$ cat src/hdl/mcpat_pkg.sv
// Shared types and constants of the multi-channel periodic alarm timer.
`timescale 1ns / 1ps
`default_nettype none

package mcpat_pkg;

    localparam int CHANNELS = 4;
    localparam int IDX_W    = (CHANNELS > 1) ? $clog2(CHANNELS) : 1;

    localparam int TIME_W = 16;
    localparam int SEQ_W  = 32;
    localparam int CH_W   = 2;
    localparam int CFG_W  = 3;

    localparam logic [CH_W-1:0]  LAST_CH  = CH_W'(CHANNELS - 1);
    localparam logic [CFG_W-1:0] IDX_IDLE = 3'd4;

    localparam logic KIND_ALARM   = 1'b0;
    localparam logic KIND_SUMMARY = 1'b1;

    typedef enum logic [1:0] {
        ST_IDLE,
        ST_SCAN,
        ST_SUMM
    } state_t;

    typedef struct packed {
        logic            start;
        logic            step;
        logic            load_alarm;
        logic            load_summary;
        logic [CH_W-1:0] ch;
    } cmd_t;

    typedef struct packed {
        logic fire;
        logic out_free;
    } status_t;

endpackage

`default_nettype wire

$ cat src/hdl/mcpat_ctrl.sv
// Sequencer of the timer: walks the channels, then issues the summary.
`timescale 1ns / 1ps
`default_nettype none

module mcpat_ctrl (
    input  wire                 clk,
    input  wire                 rst_n,
    input  wire                 in_valid,
    output logic                in_ready,
    input  mcpat_pkg::status_t  status,
    output mcpat_pkg::cmd_t     cmd
);

    mcpat_pkg::state_t                 state_reg;
    mcpat_pkg::state_t                 state_next;
    logic [mcpat_pkg::CH_W-1:0]        ch_reg;
    logic [mcpat_pkg::CH_W-1:0]        ch_next;
    logic                              advance;

    // A channel step stalls only when it fires and the output is still full.
    assign advance = !status.fire || status.out_free;

    always_ff @(posedge clk or negedge rst_n)
    begin
        if (!rst_n)
        begin
            state_reg <= mcpat_pkg::ST_IDLE;
            ch_reg    <= '0;
        end
        else
        begin
            state_reg <= state_next;
            ch_reg    <= ch_next;
        end
    end

    always_comb
    begin
        state_next = state_reg;
        ch_next    = ch_reg;
        case (state_reg)
            mcpat_pkg::ST_IDLE:
            begin
                if (in_valid)
                begin
                    state_next = mcpat_pkg::ST_SCAN;
                    ch_next    = '0;
                end
            end
            mcpat_pkg::ST_SCAN:
            begin
                if (advance)
                begin
                    if (ch_reg == mcpat_pkg::LAST_CH)
                        state_next = mcpat_pkg::ST_SUMM;
                    else
                        ch_next = ch_reg + 1'b1;
                end
            end
            mcpat_pkg::ST_SUMM:
            begin
                if (status.out_free)
                    state_next = mcpat_pkg::ST_IDLE;
            end
            default:
            begin
                state_next = mcpat_pkg::ST_IDLE;
            end
        endcase
    end

    always_comb
    begin
        in_ready         = 1'b0;
        cmd              = '0;
        cmd.ch           = ch_reg;
        case (state_reg)
            mcpat_pkg::ST_IDLE:
            begin
                in_ready  = 1'b1;
                cmd.start = in_valid;
            end
            mcpat_pkg::ST_SCAN:
            begin
                cmd.step       = advance;
                cmd.load_alarm = advance && status.fire;
            end
            mcpat_pkg::ST_SUMM:
            begin
                cmd.load_summary = status.out_free;
            end
            default:
            begin
                in_ready = 1'b0;
            end
        endcase
    end

endmodule

`default_nettype wire

$ cat src/hdl/mcpat_dp.sv
// Datapath of the timer: channel state, running minimum, output register.
`timescale 1ns / 1ps
`default_nettype none

module mcpat_dp (
    input  wire                                  clk,
    input  wire                                  rst_n,
    input  wire  [mcpat_pkg::TIME_W-1:0]         elapsed,
    input  wire                                  cfg_we,
    input  wire  [mcpat_pkg::CFG_W-1:0]          cfg_index,
    input  wire  [mcpat_pkg::TIME_W-1:0]         cfg_wdata,
    input  mcpat_pkg::cmd_t                      cmd,
    output mcpat_pkg::status_t                   status,
    output logic                                 out_valid,
    input  wire                                  out_ready,
    output logic                                 kind,
    output logic [mcpat_pkg::CH_W-1:0]           channel,
    output logic [mcpat_pkg::SEQ_W-1:0]          sequence_res,
    output logic [mcpat_pkg::TIME_W-1:0]         sleep_ticks,
    output logic                                 last
);

    logic [mcpat_pkg::TIME_W-1:0] period_reg    [mcpat_pkg::CHANNELS];
    logic [mcpat_pkg::TIME_W-1:0] remaining_reg [mcpat_pkg::CHANNELS];
    logic [mcpat_pkg::SEQ_W-1:0]  seq_reg       [mcpat_pkg::CHANNELS];
    logic [mcpat_pkg::TIME_W-1:0] idle_reg;
    logic [mcpat_pkg::TIME_W-1:0] elapsed_reg;
    logic                         any_reg;
    logic [mcpat_pkg::TIME_W-1:0] min_reg;
    logic                         out_valid_reg;
    logic                         kind_reg;
    logic [mcpat_pkg::CH_W-1:0]   channel_reg;
    logic [mcpat_pkg::SEQ_W-1:0]  seq_out_reg;
    logic [mcpat_pkg::TIME_W-1:0] sleep_reg;
    logic                         last_reg;

    logic [mcpat_pkg::IDX_W-1:0]  idx;
    logic [mcpat_pkg::TIME_W-1:0] cur_period;
    logic [mcpat_pkg::TIME_W-1:0] cur_rem;
    logic [mcpat_pkg::SEQ_W-1:0]  cur_seq;
    logic                         enabled;
    logic                         hit;
    logic [mcpat_pkg::TIME_W-1:0] rem_next;
    logic                         take_min;
    logic                         out_free;

    assign idx        = cmd.ch[mcpat_pkg::IDX_W-1:0];
    assign cur_period = period_reg[idx];
    assign cur_rem    = remaining_reg[idx];
    assign cur_seq    = seq_reg[idx];
    assign enabled    = (cur_period != '0);
    assign hit        = (elapsed_reg >= cur_rem);
    // no catch-up: a late channel reloads with its full period
    assign rem_next   = hit ? cur_period : (cur_rem - elapsed_reg);
    assign take_min   = enabled && (!any_reg || (rem_next < min_reg));
    assign out_free   = !out_valid_reg || out_ready;

    assign status.fire     = enabled && hit;
    assign status.out_free = out_free;

    always_ff @(posedge clk or negedge rst_n)
    begin
        if (!rst_n)
        begin
            for (int i = 0; i < mcpat_pkg::CHANNELS; i++)
            begin
                period_reg[i]    <= '0;
                remaining_reg[i] <= '0;
                seq_reg[i]       <= mcpat_pkg::SEQ_W'(1);
            end
            idle_reg      <= mcpat_pkg::TIME_W'(1);
            any_reg       <= 1'b0;
            out_valid_reg <= 1'b0;
        end
        else
        begin
            if (cfg_we)
            begin
                if (32'(cfg_index) < mcpat_pkg::CHANNELS)
                begin
                    period_reg[cfg_index[mcpat_pkg::IDX_W-1:0]]    <= cfg_wdata;
                    remaining_reg[cfg_index[mcpat_pkg::IDX_W-1:0]] <= cfg_wdata;
                    seq_reg[cfg_index[mcpat_pkg::IDX_W-1:0]]       <= mcpat_pkg::SEQ_W'(1);
                end
                else if (cfg_index == mcpat_pkg::IDX_IDLE)
                begin
                    idle_reg <= cfg_wdata;
                end
            end

            if (cmd.start)
                any_reg <= 1'b0;
            else if (cmd.step && enabled)
                any_reg <= 1'b1;

            if (cmd.step && enabled)
            begin
                remaining_reg[idx] <= rem_next;
                if (hit)
                    seq_reg[idx] <= cur_seq + 1'b1;
            end

            if (cmd.load_alarm || cmd.load_summary)
                out_valid_reg <= 1'b1;
            else if (out_ready)
                out_valid_reg <= 1'b0;
        end
    end

    // payload registers, no reset
    always_ff @(posedge clk)
    begin
        if (cmd.start)
            elapsed_reg <= elapsed;
        if (cmd.step && take_min)
            min_reg <= rem_next;
        if (cmd.load_alarm)
        begin
            kind_reg    <= mcpat_pkg::KIND_ALARM;
            channel_reg <= cmd.ch;
            seq_out_reg <= cur_seq;
            sleep_reg   <= '0;
            last_reg    <= 1'b0;
        end
        else if (cmd.load_summary)
        begin
            kind_reg    <= mcpat_pkg::KIND_SUMMARY;
            channel_reg <= '0;
            seq_out_reg <= '0;
            sleep_reg   <= any_reg ? min_reg : idle_reg;
            last_reg    <= 1'b1;
        end
    end

    assign out_valid    = out_valid_reg;
    assign kind         = kind_reg;
    assign channel      = channel_reg;
    assign sequence_res = seq_out_reg;
    assign sleep_ticks  = sleep_reg;
    assign last         = last_reg;

endmodule

`default_nettype wire

$ cat src/hdl/multi_channel_periodic_alarm_timer.sv
// Top level of the multi-channel periodic alarm timer.
`timescale 1ns / 1ps
`default_nettype none

// Channel   Handshake              Payload
// input     in_valid / in_ready    elapsed[15:0]
// output    out_valid / out_ready  kind, channel[1:0], sequence_res[31:0],
//                                  sleep_ticks[15:0], last
// config    cfg_we                 cfg_index[2:0], cfg_wdata[15:0]
//
// An item runs these steps in order when the output drains freely: capture
// elapsed, one step per channel through the shared compare/subtract unit,
// then load the summary.
// A firing channel waits while the single output register is still full.
// Reset (rst_n, async, active low): periods 0, countdowns 0, sequences 1,
// idle_sleep 1, output empty. in_ready is high only between items.

module multi_channel_periodic_alarm_timer (
    input  wire         clk,
    input  wire         rst_n,
    input  wire         in_valid,
    output logic        in_ready,
    input  wire  [15:0] elapsed,
    output logic        out_valid,
    input  wire         out_ready,
    output logic        kind,
    output logic [1:0]  channel,
    output logic [31:0] sequence_res,
    output logic [15:0] sleep_ticks,
    output logic        last,
    input  wire         cfg_we,
    input  wire  [2:0]  cfg_index,
    input  wire  [15:0] cfg_wdata
);

    // command and status between sequencer and datapath
    mcpat_pkg::cmd_t    cmd;
    mcpat_pkg::status_t status;

    mcpat_ctrl u_ctrl (
        .clk      (clk),
        .rst_n    (rst_n),
        .in_valid (in_valid),
        .in_ready (in_ready),
        .status   (status),
        .cmd      (cmd)
    );

    mcpat_dp u_dp (
        .clk          (clk),
        .rst_n        (rst_n),
        .elapsed      (elapsed),
        .cfg_we       (cfg_we),
        .cfg_index    (cfg_index),
        .cfg_wdata    (cfg_wdata),
        .cmd          (cmd),
        .status       (status),
        .out_valid    (out_valid),
        .out_ready    (out_ready),
        .kind         (kind),
        .channel      (channel),
        .sequence_res (sequence_res),
        .sleep_ticks  (sleep_ticks),
        .last         (last)
    );

endmodule

`default_nettype wire

$ cat config.mk
export PLATFORM = sky130hd
export DESIGN_NAME = multi_channel_periodic_alarm_timer
export DESIGN_NICKNAME = d
export VERILOG_FILES = /design/src/hdl/mcpat_pkg.sv /design/src/hdl/mcpat_ctrl.sv /design/src/hdl/mcpat_dp.sv /design/src/hdl/multi_channel_periodic_alarm_timer.sv
export SDC_FILE = /design/constraint.sdc
export NUM_CORES = 1
export LEC_CHECK = 0
export ABC_AREA = 1
export BUFFER_PORTS_ARGS = -buffer_cell sky130_fd_sc_hd__buf_2
export CAP_MARGIN = 25
export CORE_UTILIZATION = 45
export CTS_CLUSTER_DIAMETER = 200
export DETAILED_ROUTE_END_ITERATION = 16
export HOLD_SLACK_MARGIN = 0.08
export SYNTH_ARGS = -nofsm -noshare
export SYNTH_HDL_FRONTEND = slang
export SYNTH_SLANG_ARGS = --single-unit
$ cat constraint.sdc
create_clock -name clk -period 5.25 [get_ports clk]
set_input_delay 0.525 -clock clk [delete_from_list [all_inputs] [get_ports clk]]
set_output_delay 0.525 -clock clk [all_outputs]
set_load 0.01 [all_outputs]
==> out/results.txt, run 1 <==
The clock network fraction of total power was 19.8%. The flow ran to the end, and the final reports show no timing, DRC or antenna violations. For the critical path data required time, the log shows 5520 ps. The proportion of total power due to net switching was 45.41%.

Once the clock tree was built, the setup fixing pass inserted 0 buffers. Dividing the detail-routed via count by the number of cells gives 5.610. Fraction of final layout cells sized beyond drive strength 1: 11.61%. In this run the standard cell core region covers 0.04010 mm². The number of buffers added on ports was 93; the number of nets in the synthesized netlist was 2,322. The initial antenna violation count was 1; the number of iterations in the first detailed-routing pass was 5. TritonCTS built the clock tree. For this design the total switching power over the nets is 6396 µW. The H-tree generated during clock tree synthesis spans 2 levels. The sequential share of power was 31.5%. Clock-pin slew was measured on the worst setup and hold paths at 60 ps.

For this configuration, the core starts out at a cell density of 45.98%. After detailed routing, no signal wire sits above met4. The number of DRC violations after detailed-routing iteration 0 is 1,610, and the number of cells on the worst hold path is 1.

Global routing consumed, over all layers together, 27.21% of the routing resources. The minimum setup slack among reg-to-reg paths is 530 ps, and the mapped cell area is 0.01844 mm². Averaged over all synthesized cells, the footprint is 8.212 µm². In this run, synthesis inferred 66 flip-flops with an integrated enable. The number of cells traversed by the worst register-to-register path works out to 21. The tool flagged a number of max-cap violations equal to 0. With fillers left out, the area of the finished cells amounts to 0.02062 mm². For this design, the sink count on the clock tree is 361. The pre-CTS setup slack is 459.2 ps, and the number of global-route vias before repair is 14,820. The register with the most flip-flops in the layout has 128 of them.

The routed length per placed instance was 19.56 µm. The die covers 0.04178 mm². The placer's final routability congestion estimate is 0.8959. Of all nets on the critical path, the largest fanout is 31. The horizontal die dimension works out to 204.4 µm.

The class of the tightest hold or removal check was in2reg. For the cell area after placement, the log shows 0.01927 mm². Measured against its own limit, the worst slew margin works out to 30.36%.

Static timing analysis puts the maximum clock frequency at 0.2119 GHz. The overall power of the completed layout is 14,080 µW. The root buffer cell chosen for the clock tree is clkbuf_16. Kind of cell adding the most delay to the critical path: compound AO/OA/AOI/OAI gates.

For this run, the slowest stage of the critical path takes 390 ps. In this run the critical register-to-register path is captured at u_dp.min_reg[9]. Setup repair after global routing left no endpoint under its margin. The internal power contribution was 7688 µW.

The number of slew-limit violations in the final report is 0, and the latest clock arrival within the worst-skew pair is 570 ps. Setup violations remaining at the end of the flow were counted as 0. The worst-case setup margin in the final layout came out at 530.7 ps.

The number of clock buffers added by TritonCTS is 41. The category of the critical setup timing path was reg2reg. No sink is reached through more buffers than the 3 on the longest clock path. The worst hold endpoint was u_dp.elapsed_reg[6]. In the routed design, unresolved DRC markers number 0. Including well taps, the total number of placed cells is 2,765. The origin of the critical flop-to-flop path is u_ctrl.ch_reg[1]. Traced cell by cell, the critical path runs through buf_4, o21ai_0, o22ai_1, ha_1, nand2_1, o21ai_0, nand2_1, nand2_1, a21boi_0, o21bai_1, xor2_1, nand2_1, nand2_1, inv_1, ha_1, a21oi_1, nor2_1, a2111oi_1, nand2_1, a21oi_2, buf_4. In this run the most critical hold path is launched from elapsed[6]. Summed over all cells, the static leakage comes to 0.009865 µW.

Detailed routing placed a total of 5962 µm of wire on met3. The worst setup path is captured at a flip-flop. The logs give 15,940 for the via count and 86,820 µm for the wire length of the first global-routing pass. Detailed routing placed a total of 22,830 µm of wire on met2. From synthesis to final layout, the design area changed by 11.86%. For this block, the routed nets add up to 55,600 µm of wire. Library cell appearing most often on the critical path: nand2_1. The run gives 25,520 µm as the routed length on met1. The logs give 0 for the post-detailed-route count of antenna-violating nets and 0.0004597 V for the highest ir drop seen on vdd.

The final worst clock skew was 16.68 ps; the synthesized instance count was 2,245. The count of placed standard cells in the final layout, fillers left out is 2,842. The critical path data arrival time was 4990 ps; the time the final worst path needs with I/O delays and setup was 4719 ps. In the final timing run, aggregate negative setup slack is 0 ps. For this design the ratio of total power to cell area is 683.0 mW/mm². For this run, the post-layout net count is 2,362. The maximum number of pins on one net before global-route repair was 136.

Of all flip-flops after synthesis, the portion carrying an async set or reset was 77.01%. Of the available clock period, the critical path in the final layout requires 89.89%. In this run the core area contains 73 standard-cell rows.

For the pin with the worst max-slew slack, the measured transition is 1038 ps. Together, buffers and inverters on the worst path number 3. For this run, the register share of the synthesized area comes to 50.37%. The global route total overflow is 0.

The logs give 48.7% for the fraction of power consumed by combinational cells and 35,900 µm for the post-detailed-placement half-perimeter wirelength. The run gives 0 as the final-report hold violation count. The slowest stage of the critical path belongs to the cell buf_4. Die extent in y: 204.4 µm.

The warning count from the yosys run is 0. Synthesis instantiated 47 different standard cells from the library. I/O pin total: 94. The kind of start point of the critical path is a flip-flop. The post-synthesis sequential element count came out at 361. For this run, the leading register cell type out of synthesis is dfrtp_1.
[metal layers]
layer,GRT usage (%),vias up
met5,0,-
met4,7.783,0
met3,6.760,89
met2,38.22,759
met1,41.05,7607
li1,-,7489
[cell families after synthesis]
family	Yosys count	share of synthesized area [%]
buf+inv	303	7.201
compound gates	372	11.57
xor+xnor	43	2.124
simple gates	1113	25.21
mux	16	0.9773
fa+ha+maj	37	2.552
flops	361	50.37
[how the worst max path moves through the flow]
stage	cells after the start	slack [ps]	startpoint	end
after floorplan	28	20	u_ctrl.ch_reg[0]	u_dp.min_reg[0]
after global placement	21	530	u_ctrl.ch_reg[1]	u_dp.min_reg[10]
after detailed placement	21	460	u_ctrl.ch_reg[1]	u_dp.min_reg[11]
after CTS	21	420	u_ctrl.ch_reg[1]	u_dp.min_reg[13]
after global routing	28	50	u_ctrl.ch_reg[0]	u_dp.min_reg[12]
final	21	530	u_ctrl.ch_reg[1]	u_dp.min_reg[9]
[synthesized netlist by cell type, types with 8 or more instances]
library cell / number / share of area, %
nor3_1: 10 / 0.27
nor2_1: 216 / 4.4
o21ai_0: 139 / 3.8
inv_2: 11 / 0.22
a31oi_1: 18 / 0.61
buf_4: 16 / 0.65
inv_1: 153 / 3.1
a21oi_1: 150 / 4.1
xor2_1: 33 / 1.6
buf_2: 31 / 0.84
dfrtp_1: 273 / 37
a32oi_2: 10 / 0.88
ha_1: 36 / 2.4
edfxtp_1: 66 / 11
buf_6: 12 / 0.73
nand2_1: 610 / 12
mux2_2: 16 / 0.98
nand3_1: 234 / 6.4
nand4_1: 13 / 0.44
o22ai_1: 13 / 0.44
dfxtp_1: 17 / 1.8
clkbuf_1: 64 / 1.3
a211oi_1: 16 / 0.65
xnor2_1: 8 / 0.38
buf_1: 12 / 0.24
[power groups by stage]
| stage | sequential [µW] | clock [µW] | combinational, µW |
|---|---|---|---|
| floorplan | 4460 | 0 | 4720 |
| global placement | 4480 | 0 | 6570 |
| detailed placement | 4500 | 0 | 6660 |
| CTS | 4450 | 2850 | 6690 |
| global route | 4530 | 2960 | 7650 |
| finish | 4430 | 2790 | 6860 |
[cell usage in the layout, fill, tap and decap left out, types with 4 or more instances in the layout]
cell type  instances
clkinv_1           6
xnor2_1            8
clkbuf_16         42
clkbuf_8           7
clkbuf_1           9
nand3_1          232
ha_1              36
nor2_2             4
mux2_2            16
o21ai_1            7
nor3_1            10
a32o_1             7
nand2_1          608
buf_2             92
and2_1             4
nor2_1           216
a32oi_1            6
a32oi_2           10
inv_2             10
o22ai_1           13
dfrtp_1          272
o21ai_0          139
clkinv_2           7
edfxtp_1          66
nor2_4             5
dfstp_2            5
a211oi_1          16
inv_1            153
a31oi_1           18
xor2_1            33
nand4_1           13
dfxtp_1           17
nand3_2            5
a21oi_1          149
buf_4             31
nand2_2            8
[stage by stage]
stage,hold slack [ps],utilization (%)
after floorplan,229.4,-
after global placement,459.2,47.93
after detailed placement,461.0,48.06
after CTS,114.1,51.32
after global routing,123.2,51.42
final,138.6,51.43
[final cells by class]
cell class              instances  area, µm²
clock inverters                16      116.4
clock buffers                  58       1181
well taps                     525      656.9
fillers                      3799      19480
diodes                          1      2.502
inverters                     167      629.4
repair buffers                133      883.3
multi-input cells            1581       7863
flip-flops and latches        361       9289
[worst register-to-register path: cells and delay by family (launching register included)]
kind / cells / cell delay [ps]
compound gates: 8 / 1870
simple gates: 7 / 760
buf+inv: 3 / 710
fa+ha+maj: 2 / 490
flops: 1 / 380
xor+xnor: 1 / 200
[timing repair]
action / CTS / global route
endpoints found under the setup margin: 0 / 16
hold endpoints to repair: 48 / 0
hold buffers: 1 / 0
resized for setup: 0 / 5
Power figures use the tool's default switching activity.
==> run 2: changes to the inputs <==
--- a/config.mk
+++ b/config.mk
@@ -8,10 +8,13 @@
 export ABC_AREA = 1
 export BUFFER_PORTS_ARGS = -buffer_cell sky130_fd_sc_hd__buf_2
 export CAP_MARGIN = 25
+export CORE_MARGIN = 1.5
 export CORE_UTILIZATION = 45
+export CTS_BUF_LIST = sky130_fd_sc_hd__clkbuf_8 sky130_fd_sc_hd__clkbuf_16
 export CTS_CLUSTER_DIAMETER = 200
 export DETAILED_ROUTE_END_ITERATION = 16
 export HOLD_SLACK_MARGIN = 0.08
+export MAX_ROUTING_LAYER = met4
 export SYNTH_ARGS = -nofsm -noshare
 export SYNTH_HDL_FRONTEND = slang
 export SYNTH_SLANG_ARGS = --single-unit
==> run 2 against run 1 <==
Register-to-register slack got worse by 180 ps. Combinational power about the same. Via count about the same. Sequential power about the same. Clock power decreased by 3%. Global-route usage increased by 0.28 points. Critical path depth increased by 4.
==> out/results.txt, run 2 (synthesis gave the netlist of run 1 again) <==
Dividing the detail-routed wire length by the instance count gives 19.49 µm. The critical path contains buffers and inverters numbering 7 combined. The worst path uses 93.25% of the clock period. In the final layout, the multi-input gates occupy 0.007893 mm². The register area is 0.009289 mm², and the initial antenna violation count is 2.

The maximum net fanout on the critical path is 46, and the overall power of the completed layout is 14,060 µW. The library cell used most frequently in the layout, excluding fill and tap cells, is nand2_1. The region available for standard cell placement spans 0.04010 mm². The die covers 0.04219 mm².

The critical path data required time was 5510 ps. The kind of capture point of the worst setup path was a flip-flop. Entering global routing, the biggest net connects 118 pins. The number of global-route vias before repair was 14,920; the post-detailed-route count of antenna-violating nets was 0.

The category of the critical setup timing path is reg2reg. The number of buffers added on ports was 93. The H-tree depth was 2; the number of buffers created by CTS was 40. The critical path data arrival time is 5160 ps. The first global-routing pass estimated 86,520 µm of wire. The time the final worst path needs with I/O delays and setup was 4896 ps. The tools report the kind of start point of the critical path as a flip-flop. The logs give 0 for the global route total overflow and 0.2043 GHz for the highest achievable clock rate. The detailed-route vias per instance came out at 5.609.

For the final-stage net count, the log shows 2,362. The fraction of final layout cells sized beyond drive strength 1 is 11.61%, and the total leakage power is 0.009919 µW. Horizontal die dimension: 205.4 µm. TritonCTS built the clock tree.

Compared with the post-synthesis result, the final layout area differs by 11.84%. The detailed router placed 15,960 vias in this run. For this run, design rule violations remaining after detail routing come to 0. The maximum root-to-sink buffer count was 3; the number of failing setup endpoints in the final timing report was 0. Once the floorplan was initialized, standard cells occupied 45.98% of the core. The logs give 0 for the number of slew-limit violations in the final report and 0 for the final-report hold violation count. Highest ir drop seen on vdd: 0.0004605 V.

Across the routed clock network, the largest skew measured is 28.32 ps. Wires add up to 55,450 µm. The number of DRC violations after detailed-routing iteration 0 was 1,621; the highest cell delay on the worst timing path was 450 ps. Launch point of the critical path: u_ctrl.ch_reg[0].

For the sink count of the clock tree, the log shows 361. Max-cap violations in this run came to 0. The headroom to the max-slew limit is 32.07%. The tools report the post-detailed-placement half-perimeter wirelength as 35,530 µm. Global routing used 27.49% of the available tracks across all layers.

In this run the clock root is driven by a clkbuf_16. For the pin with the worst max-slew slack, the measured transition is 1013 ps. For the I/O pin total, the log shows 94. The register with the most flip-flops in the layout has 128 of them.

The number of iterations in the first detailed-routing pass is 5, and the post-CTS clock slew at the launch and capture registers of the worst setup and hold paths is 60 ps. Setup repair after global routing left no endpoint under its margin. The flow ran to the end, and the final reports show no timing, DRC or antenna violations. After floorplanning, the core was divided into 73 placement rows. The layout has 3,861 filler cells.

Master of the slowest instance on the critical path: dfrtp_4. In this run the vertical extent of the chip is 205.4 µm. The path class of the tightest hold or removal check is in2async. In the layout the commonest cells are nand2_1 (607), dfrtp_1 (272), nand3_1 (232), nor2_1 (216), inv_1 (168). The placer's final routability congestion estimate is 0.9158. The tools report the origin of the critical flop-to-flop path as u_ctrl.ch_reg[0]. Dividing total power by cell area gives a power density of 681.8 mW/mm².

The hold buffer count at CTS was 0. The library cell appearing most often on the critical path is nand2_1. Clock latency on the worst-skew pair, taken at its later pin, is 570 ps.

The kind of cell adding the most delay to the critical path was simple AND/OR/NAND/NOR gates. After routing, the total negative slack on setup checks comes to 0 ps.
-- run 2: where the power goes --
part	internal [µW]	leakage, µW	total, µW	switching (µW)
clock network	1560	0.000691	2710	1150
registers	4010	0.00430	4450	442
logic	2090	0.00492	6890	4800
-- run 2: timing repair --
item / in CTS / in global routing
resized for setup: 0 / 7
endpoints found under the setup margin: 0 / 16
setup buffers: 0 / 3
-- run 2: final cells by class --
cell class | instances | area share, %
antenna | 3 | 0.03641
multi-input combinational | 1582 | 38.28
sequential | 361 | 45.05
tap | 525 | 3.186
inverter | 167 | 3.071
clock inverter | 26 | 0.6918
timing repair buffer | 133 | 4.236
clock buffer | 48 | 5.444
-- run 2: metrics by stage --
| stage | hold slack (ps) | setup WS (ps) | instance area (µm²) | util [%] | std cells |
|---|---|---|---|---|---|
| 6_report | 68.40 | 354.2 | 20620 | 51.42 | 2845 |
| 5_1_grt | 123.5 | 0.08571 | 20610 | 51.41 | 2844 |
| 4_1_cts | 98.07 | 207.0 | 20490 | 51.11 | 2836 |
| 3_5_place_dp | 460.7 | 227.0 | 19230 | 47.96 | 2762 |
| 3_3_place_gp | 457.2 | 320.4 | 19200 | 47.89 | 2761 |
| 2_1_floorplan | 229.4 | 20.81 | 18440 | - | 2245 |
-- run 2: worst paths after layout --
kind	slack, ps	to	cells past startpoint
setup / recovery	350	u_dp.min_reg[12]	25
hold / removal	70	u_dp.period_reg[27]	1
setup reg to reg	350	u_dp.min_reg[12]	25
hold reg to reg	470	u_dp.period_reg[22]	2
max in group asynchronous	3840	u_ctrl.ch_reg[0]	2
min in group clk	140	u_dp.elapsed_reg[15]	1
-- run 2: per-layer routing --
layer | global-route usage, % | vias up | share of wire [%]
li1 | - | 7497 | -
met1 | 40.49 | 7696 | 47
met4 | 6.674 | 0 | 1.9
met3 | 7.602 | 75 | 11
met5 | - | - | 0
met2 | 37.02 | 690 | 40
